<file path="src/rtl/ptdt_pkg.sv">
// Shared types and character constants for the padded decimal text block.
package ptdt_pkg;

  localparam int unsigned BIN_W      = 32;
  localparam int unsigned DIGITS_MAX = 10;
  localparam int unsigned CNT_W      = $clog2(BIN_W);

  localparam logic [7:0] CHAR_ZERO  = 8'h30;
  localparam logic [7:0] CHAR_SPACE = 8'h20;
  localparam logic [7:0] CHAR_MINUS = 8'h2D;
  localparam logic [7:0] CHAR_NUL   = 8'h00;

  localparam logic [3:0] DIGITS_MAX_W = 4'd10;

  // control shared by every digit cell of the chain
  typedef struct packed {
    logic clr;
    logic shift;
  } cell_ctrl_t;

endpackage

</file>
<file path="src/rtl/ptdt_bcd_cell.sv">
// One BCD digit cell of the shift-and-add-3 conversion chain.
module ptdt_bcd_cell (
  input  logic                  clk,
  input  ptdt_pkg::cell_ctrl_t  ctrl,
  input  logic                  din,
  output logic                  dout,
  output logic [3:0]            digit
);
  import ptdt_pkg::*;

  logic [3:0] adj;

  // correct before the doubling so the digit never passes nine
  assign adj  = (digit >= 4'd5) ? (digit + 4'd3) : digit;
  assign dout = adj[3];

  always_ff @(posedge clk) begin
    if (ctrl.clr) begin
      digit <= 4'd0;
    end else if (ctrl.shift) begin
      digit <= {adj[2:0], din};
    end
  end

endmodule

</file>
<file path="src/rtl/padded_integer_to_decimal_text.sv">
// Top level: signed 32-bit value to padded ASCII decimal text, one character per transfer.
// Steps: conversion shifts (one per input bit) through the chain of ten BCD cells,
// then sizing the field, then each character into the output register.
// A new value is taken only once the last character of the previous one is registered;
// characters leave at one per cycle while the receiver is ready.
// Reset: rst is synchronous, active high; clears the sequencer and the output valid.
module padded_integer_to_decimal_text (
  input  logic        clk,
  input  logic        rst,
  input  logic        s_tvalid,
  output logic        s_tready,
  input  logic [55:0] s_tdata,   // value[31:0], min_width[39:32], pad_with_space[40],
                                 // dest_size[48:41], zero[55:49]
  output logic        m_tvalid,
  input  logic        m_tready,
  output logic [7:0]  m_tdata,   // character[7:0]
  output logic        m_tlast,
  output logic        m_tuser    // status[0]
);
  import ptdt_pkg::*;

  localparam logic [1:0] ST_IDLE = 2'd0;
  localparam logic [1:0] ST_CONV = 2'd1;
  localparam logic [1:0] ST_PREP = 2'd2;
  localparam logic [1:0] ST_EMIT = 2'd3;

  logic [1:0]       state;
  logic [CNT_W-1:0] cnt;
  logic [BIN_W-1:0] sh;
  logic             neg;
  logic             sign_pending;
  logic [7:0]       min_width;
  logic             pad_space;
  logic [7:0]       dest_size;
  logic [3:0]       ndig;
  logic [3:0]       pos;
  logic             err;

  cell_ctrl_t       ctrl;
  logic [3:0]       digit [DIGITS_MAX];
  logic             carry [DIGITS_MAX+1];

  logic [BIN_W-1:0] in_value;
  logic [BIN_W-1:0] in_mag;
  logic             accept;
  logic             out_free;
  logic             emit;

  logic [3:0]       ndig_next;
  logic [3:0]       width_next;
  logic [3:0]       len_next;
  logic [3:0]       dsel;
  logic [7:0]       char_next;
  logic             last_next;

  assign in_value = s_tdata[31:0];
  assign in_mag   = in_value[BIN_W-1] ? (~in_value + 1'b1) : in_value;
  assign s_tready = (state == ST_IDLE);
  assign accept   = s_tvalid && s_tready;
  assign out_free = !m_tvalid || m_tready;
  assign emit     = (state == ST_EMIT) && out_free;

  assign ctrl = cell_ctrl_t'{clr: accept, shift: (state == ST_CONV)};

  assign carry[0] = sh[BIN_W-1];

  for (genvar g = 0; g < DIGITS_MAX; g++) begin : g_cell
    ptdt_bcd_cell u_cell (
      .clk   (clk),
      .ctrl  (ctrl),
      .din   (carry[g]),
      .dout  (carry[g+1]),
      .digit (digit[g])
    );
  end

  // digit count and field width, taken from the finished BCD digits
  always_comb begin
    ndig_next = 4'd1;
    for (int i = 1; i < DIGITS_MAX; i++) begin
      if (digit[i] != 4'd0) begin
        ndig_next = 4'(i + 1);
      end
    end
    if (min_width < {4'd0, ndig_next}) begin
      width_next = ndig_next;
    end else if (min_width > {4'd0, DIGITS_MAX_W}) begin
      width_next = DIGITS_MAX_W;
    end else begin
      width_next = min_width[3:0];
    end
    len_next = width_next + {3'd0, neg};
  end

  always_comb begin
    dsel      = digit[pos - 4'd1];
    last_next = !sign_pending && (pos == 4'd1);
    if (sign_pending) begin
      char_next = CHAR_MINUS;
    end else if (pos > ndig) begin
      char_next = pad_space ? CHAR_SPACE : CHAR_ZERO;
    end else begin
      char_next = CHAR_ZERO + {4'd0, dsel};
    end
  end

  always_ff @(posedge clk) begin
    if (rst) begin
      state    <= ST_IDLE;
      m_tvalid <= 1'b0;
      cnt      <= '0;
    end else begin
      if (emit) begin
        m_tvalid <= 1'b1;
      end else if (m_tvalid && m_tready) begin
        m_tvalid <= 1'b0;
      end
      case (state)
        ST_IDLE: begin
          if (accept) begin
            sh        <= in_mag;
            neg       <= in_value[BIN_W-1];
            min_width <= s_tdata[39:32];
            pad_space <= s_tdata[40];
            dest_size <= s_tdata[48:41];
            cnt       <= '0;
            state     <= ST_CONV;
          end
        end
        ST_CONV: begin
          sh  <= {sh[BIN_W-2:0], 1'b0};
          cnt <= cnt + 1'b1;
          if (cnt == CNT_W'(BIN_W - 1)) begin
            state <= ST_PREP;
          end
        end
        ST_PREP: begin
          ndig         <= ndig_next;
          pos          <= width_next;
          sign_pending <= neg;
          err          <= (dest_size <= {4'd0, len_next});
          state        <= ST_EMIT;
        end
        ST_EMIT: begin
          if (out_free) begin
            if (err) begin
              m_tdata <= CHAR_NUL;
              m_tlast <= 1'b1;
              m_tuser <= 1'b1;
              state   <= ST_IDLE;
            end else begin
              m_tdata <= char_next;
              m_tlast <= last_next;
              m_tuser <= 1'b0;
              if (sign_pending) begin
                sign_pending <= 1'b0;
              end else begin
                pos <= pos - 4'd1;
              end
              if (last_next) begin
                state <= ST_IDLE;
              end
            end
          end
        end
        default: begin
          state <= ST_IDLE;
        end
      endcase
    end
  end

`ifndef ASSERT_OFF
  a_busy_after_accept: assert property (@(posedge clk) disable iff (rst)
    (s_tvalid && s_tready) |=> !s_tready)
    else $error("input taken again straight after a transfer");

  a_error_single: assert property (@(posedge clk) disable iff (rst)
    (m_tvalid && m_tuser) |-> (m_tlast && (m_tdata == CHAR_NUL)))
    else $error("error result not a lone NUL with last");

  a_no_emit_while_conv: assert property (@(posedge clk) disable iff (rst)
    (state == ST_CONV) |=> !$rose(m_tvalid))
    else $error("character produced during conversion");
`endif

endmodule

</file>
<file path="config.mk">
export PLATFORM = sky130hd
export DESIGN_NAME = padded_integer_to_decimal_text
export DESIGN_NICKNAME = d
export VERILOG_FILES = /design/src/rtl/ptdt_pkg.sv /design/src/rtl/ptdt_bcd_cell.sv /design/src/rtl/padded_integer_to_decimal_text.sv
export SDC_FILE = /design/constraint.sdc
export NUM_CORES = 1
export LEC_CHECK = 0
export ABC_AREA = 1
export BUFFER_PORTS_ARGS = -buffer_cell sky130_fd_sc_hd__buf_2
export CORE_MARGIN = 4
export CORE_UTILIZATION = 45
export CTS_CLUSTER_DIAMETER = 100
export DETAILED_ROUTE_END_ITERATION = 16
export HOLD_SLACK_MARGIN = 0.1
export PLACE_DENSITY_LB_ADDON = 0.1
export SLEW_MARGIN = 10
export SYNTH_ARGS = -nofsm -noshare
export SYNTH_HDL_FRONTEND = slang
export SYNTH_SLANG_ARGS = --single-unit
</file>
<file path="constraint.sdc">
create_clock -name clk -period 4.9 [get_ports clk]
set_input_delay 0.49 -clock clk [delete_from_list [all_inputs] [get_ports clk]]
set_output_delay 0.49 -clock clk [all_outputs]
set_load 0.05 [all_outputs]
</file>
Yosys cells after proc, flatten, opt, wreduce, memory -nomap -nowiden. Index checks and enable logic that the tools add are counted.

Flip-flop bits (word level): 117. Input port bits: 60.

Add/subtract/negate cells: 15. $lt $le $gt $ge: 15. Equal/unequal tests: 11. Multiplexer cells: 48. Bitwise logic cells: 3. Reductions and logical operators: 29.

Operators with widths (number): 4-bit 2-to-1 mux (24); 32-bit 2-to-1 mux (2); 32-bit case mux with 2 select lines (1); 4-bit by 3-bit >= comparator with 1-bit output (second input constant) (10); 4-bit by 2-bit adder with 4-bit output (second input constant) (9); 4-bit nonzero test (9); 32-bit by 1-bit adder with 32-bit output (second input constant) (1); 32-bit inverter (1); 4-bit binary-select mux with 4-bit select (1); 2-bit 2-to-1 mux (6); 5-bit 2-to-1 mux (2); 5-bit case mux with 2 select lines (1); 3-bit AND reduction (3); 8-bit by 4-bit greater-than comparator with 1-bit output (second input constant) (1); 8-bit by 4-bit <= comparator with 1-bit output (1); 8-bit by 4-bit < comparator with 1-bit output (1); 2-bit case mux with 4 select lines (1); 4-bit case mux with 2 select lines (1); 4-bit AND reduction (2); 6-bit by 4-bit adder with 7-bit output (first input constant) (1); 7-bit 2-to-1 mux (1); 6-bit 2-to-1 mux (1); 2-bit inequality test (second input constant) (3); 2-bit nonzero test (3); other kinds (24) (35).

Logic depth before layout (Yosys ltp).
Depth after elaboration: 14. Depth in mapped cells: 26. Depth with buffers taken out: 26.

Modules after synthesis. From an unflattened synthesis, not the netlist that was laid out.

Cells, all modules: 953. Area, all modules: 7263.2 um^2.

By module, submodules not included: padded_integer_to_decimal_text (instances 1, cells each 583, area each 4798.4 um^2); ptdt_bcd_cell (instances 10, cells each 37, area each 246.5 um^2).

Worst setup path before layout. No wires, ideal clock.

Kind: register to register. From: reg g_cell[8].u_cell.digit[1]. To: reg err, data pin. Setup time: 0.261 ns. Arrival time: 3.163 ns. Path slack: 1.477 ns. Cell stages (with the launch flop): 22. Buffers on the path: 0. Clock period less this slack: 3.423 ns. Cells stage by stage: dfxtp_1 -> inv_1 -> ha_1 -> inv_1 -> nor3_1 -> nand2_1 -> nor2_1 -> inv_1 -> a21oi_1 -> inv_1 -> ha_1 -> a211oi_1 -> nand2_2 -> nand2_1 -> o21ai_2 -> ha_1 -> ha_1 -> xor2_1 -> ha_1 -> nand2_1 -> o21ai_0 -> a21oi_1.

Word-level cells in the longest chain between the ends: 7.

RTL lines: start: declaration (RTL line ptdt_bcd_cell.sv:7) `output logic [3:0] digit`; start signal: assignment (RTL line ptdt_bcd_cell.sv:21) `digit <= {adj[2:0], din};`; 4-bit nonzero test (*) (RTL line padded_integer_to_decimal_text.sv:81) `if (digit[i] != 4'd0) begin`; 4-bit 2-to-1 mux (*) (2 in series) (RTL line padded_integer_to_decimal_text.sv:81); named net ndig_next[3] (RTL line padded_integer_to_decimal_text.sv:49) `logic [3:0] ndig_next;`; 8-bit by 4-bit < comparator with 1-bit output (RTL line padded_integer_to_decimal_text.sv:85) `if (min_width < {4'd0, ndig_next}) begin`; 4-bit 2-to-1 mux (*) (RTL line padded_integer_to_decimal_text.sv:85); 4-bit by 1-bit adder with 4-bit output (*) (RTL line padded_integer_to_decimal_text.sv:92) `len_next = width_next + {3'd0, neg};`; 8-bit by 4-bit <= comparator with 1-bit output (*) (RTL line padded_integer_to_decimal_text.sv:141) `err <= (dest_size <= {4'd0, len_next});`; end signal: assignment (RTL line padded_integer_to_decimal_text.sv:141); end: declaration (RTL line padded_integer_to_decimal_text.sv:37) `logic err;`.

The timed path passes the listed nets; every way through them passes the cells marked *. A chain may end at the register's enable or synchronous reset.

Final worst setup path. Ends and elaborated chain as after synthesis.

==> impl_metrics.csv <==
group,metric,value,unit
yosys,ys_seq_area_share,43.49,%
power,p_int,2.623,mW
clock_tree,numCtsBuffers,17,
yosys,ys_top_cells_by_count,"146 x nand2_1, 113 x inv_1, 89 x a21oi_1, 87 x nor2_1, 85 x o21ai_0",
critical_path,ff2ff_setup_slack,0.91,ns
detailed_routing,wl_per_cell,14.11,um
clock_tree,cts_resized,0,
yosys,syn_area_per_cell,7.992,um^2
detailed_routing,initialDrtViolationCount,361,
timing,fin_tns_setup,0,ns
floorplan,io_pins,72,
timing,setup_viol,0,
power,p_per_area,517.2,mW/mm^2
outcome,outcome,"finished clean",
timing,fmax,0.2503,GHz
detailed_routing,vias,5818,
clock_tree,path_clk_slew,0.06,ns
finish,syn_to_final_growth,16.00,%
finish,final_layout_size_suffix_gt1_share,12.23,%
critical_path,reg2reg_to,"err$_DFFE_PP_",
clock_tree,cts_root_buf,"clkbuf_16",
yosys,yosysTopAreaCellShare,29.57,%
timing,finalCritPeriodShare,81.53,%
detailed_routing,dr.pass1.iters,5,
yosys,synth_area,0.006905,mm^2
timing,holdWs,0.2463,ns
detailed_routing,viasPerCell,5.195,
yosys,netlist_top_cells_area,"edfxtp_1 30%, dfxtp_1 14%, ha_1 8.0%",
critical_path,worstPathMaxFanout,6,
floorplan,core-area,0.01509,mm^2
power,clockPowerShare,32.6,%
yosys,yosysTopAreaCell,"edfxtp_1",
critical_path,cp_data_arrival_time,4.15,ns
yosys,synth_edf_count,68,
critical_path,r2r_start,"g_cell[8].u_cell.digit[1]$_SDFFE_PP0P_",
floorplan,initial_core_util,45.76,%
power,p_comb_share,33.8,%
flow_run,maxCapViolations,0,
timing,slew_headroom,22.74,%
placement,numPortBuffers,62,
yosys,ys_async_sr_fraction,0,%
clock_tree,clock_sinks,116,
yosys,synth-warning-count,0,
placement,globalplace.congestion,0.8481,
finish,nets,1023,
clock_tree,cts_max_level,4,
yosys,synth_most_common_cell,"nand2_1",
global_routing,grt_max_degree,88,
placement,dp_slack,0.8970,ns
clock_tree,clk_latency,0.42,ns
yosys,ys_ff_latch,116,
clock_tree,clk_path_buf_depth,2,
timing,min_period,3.995,ns
detailed_routing,drc,0,
clock_tree,cts_tree,"yes",
worst_hold_path,holdPathEnd,"dest_size[2]$_DFFE_PP_",
yosys,synthDistinctLibCells,40,
critical_path,crit_start,"g_cell[8].u_cell.digit[1]$_SDFFE_PP0P_",
timing,fin_ws,0.9051,ns
global_routing,grt_pass1_vias,5516,
critical_path,crit_path_end_kind,"flop",
critical_path,cp.required,5.05,ns
worst_hold_path,min_path_type,"input pin to flop",
clock_tree,cts_hold_buffers,0,
placement,hpwl,11.27,mm
finish,fillers,1421,
floorplan,fp-row-count,45,
worst_hold_path,holdPathStages,1,
detailed_routing,drtAntennaViolNets,0,
power,p_leak,3.260,nW
critical_path,critPathKind,"flop to flop",
power,switching_share,36.67,%
yosys,dominantRegCellSynth,"edfxtp_1",
global_routing,antenna_found_initial,0,
power,ir_worst_vdd,0.2928,mV
floorplan,fp.dieH,131.9,um
timing,finalHoldViolCount,0,
global_routing,grt_pass1_wl,26.21,mm
timing,tightest_slew,1.158,ns
detailed_routing,wirelength,15.80,mm
critical_path,ff2ff_path_depth,21,
power,switching_power,1.519,mW
global_routing,grt-ovfl-total,0,
timing,finClkSkew,0.006392,ns
timing,final-max-slew-violation-count,0,
critical_path,start_kind,"flop",
yosys,syn_inst,864,
finish,antenna_cells,0,
floorplan,die_area,0.01739,mm^2
worst_hold_path,min_from,"s_tdata[43]",
clock_tree,post_cts_buffers,0,
power,pwr-share-seq,33.6,%
global_routing,grt_usage,18.40,%
timing,rsz0062_at_grt,"false",
floorplan,die_width,131.9,um
-- power groups by stage --
stage	logic (mW)	registers [mW]	clock network [mW]
floorplan	1.04	1.40	0
global placement	1.36	1.40	0
detailed placement	1.40	1.41	0
CTS	1.41	1.39	1.37
global route	1.60	1.41	1.43
finish	1.40	1.39	1.35
-- per-stage QoR --
step	cell area (um^2)	instances	util [%]	power [mW]
after CTS	8005	1120	53.05	4.171
after detailed placement	7366	1088	48.81	2.810
after floorplan	6909	865	-	2.444
after global routing	8010	1120	53.08	4.442
after global placement	7366	1088	48.81	2.764
final	8010	1120	53.08	4.143
-- worst max-delay path: stages, from the launching register on --
cell and delay, ns:
dfxtp_1 0.31, inv_1 0.13, ha_1 0.21, inv_1 0.06
nor3_1 0.29, nand2_1 0.12, nor2_1 0.18, inv_1 0.10
a21oi_1 0.19, inv_1 0.06, ha_1 0.17, a211oi_1 0.38
nand2_2 0.17, nand2_1 0.11, o21ai_2 0.07, ha_1 0.20
ha_1 0.19, xor2_1 0.17, ha_1 0.30, nand2_1 0.05
o21ai_0 0.15, a21oi_1 0.11
-- layout make-up --
cell class	instances	area, um^2	area share, %
clock inverter	13	206.4	2.577
tap	188	235.2	2.937
sequential	116	3003	37.49
multi-input combinational	604	3361	41.96
clock buffer	19	432.9	5.405
inverter	113	424.2	5.295
timing repair buffer	67	347.8	4.342
-- worst max-delay path by stage --
stage / end / slack, ns / cells after the start
finish: err$_DFFE_PP_ / 0.91 / 21
detailed placement: err$_DFFE_PP_ / 0.90 / 21
floorplan: err$_DFFE_PP_ / 1.48 / 21
global route: err$_DFFE_PP_ / 0.50 / 21
global placement: err$_DFFE_PP_ / 0.97 / 21
CTS: err$_DFFE_PP_ / 0.87 / 21
-- state kept, by name, summed over array words and instances (netlist names), 2 cells and up --
name,cells
ndig,4
pos,4
min_width,8
dest_size,8
m_tdata,6
g_cell.u_cell.digit,40
sh,32
cnt,5
state,2
-- per-layer routing --
metal  vias to the layer above  GRT usage [%]  routed length, um
li1                       3017              -                  -
met1                      2671          24.29               7563
met2                       119          30.27               7396
met3                        11          4.427                684
met4                         0          5.134                154
met5                         -              0                  0
-- logic make-up (layout without fill, tap and decap cells) --
kind of cell / after synthesis / count (layout) / share of synthesized area [%]
other cells: 1 / 2 / 0.05431
xor+xnor: 33 / 33 / 4.186
fa+ha+maj: 44 / 44 / 7.972
simple gates: 303 / 303 / 18.41
mux: 1 / 1 / 0.1631
compound gates: 221 / 221 / 17.68
buf+inv: 145 / 212 / 8.045
flops: 116 / 116 / 43.49
-- layout by cell type (no fill, tap or decap), types with 8 or more instances in the layout --
cell type / n
nor3_1: 16
xor2_1: 21
clkbuf_16: 17
o21ai_0: 85
nand3_1: 30
a21oi_1: 89
a211oi_1: 11
buf_2: 62
edfxtp_1: 68
dfxtp_1: 48
o211ai_1: 8
nand2_1: 146
xnor2_1: 12
inv_1: 113
ha_1: 43
nor2_1: 86
Note: power is estimated with default switching activity, not from simulation.
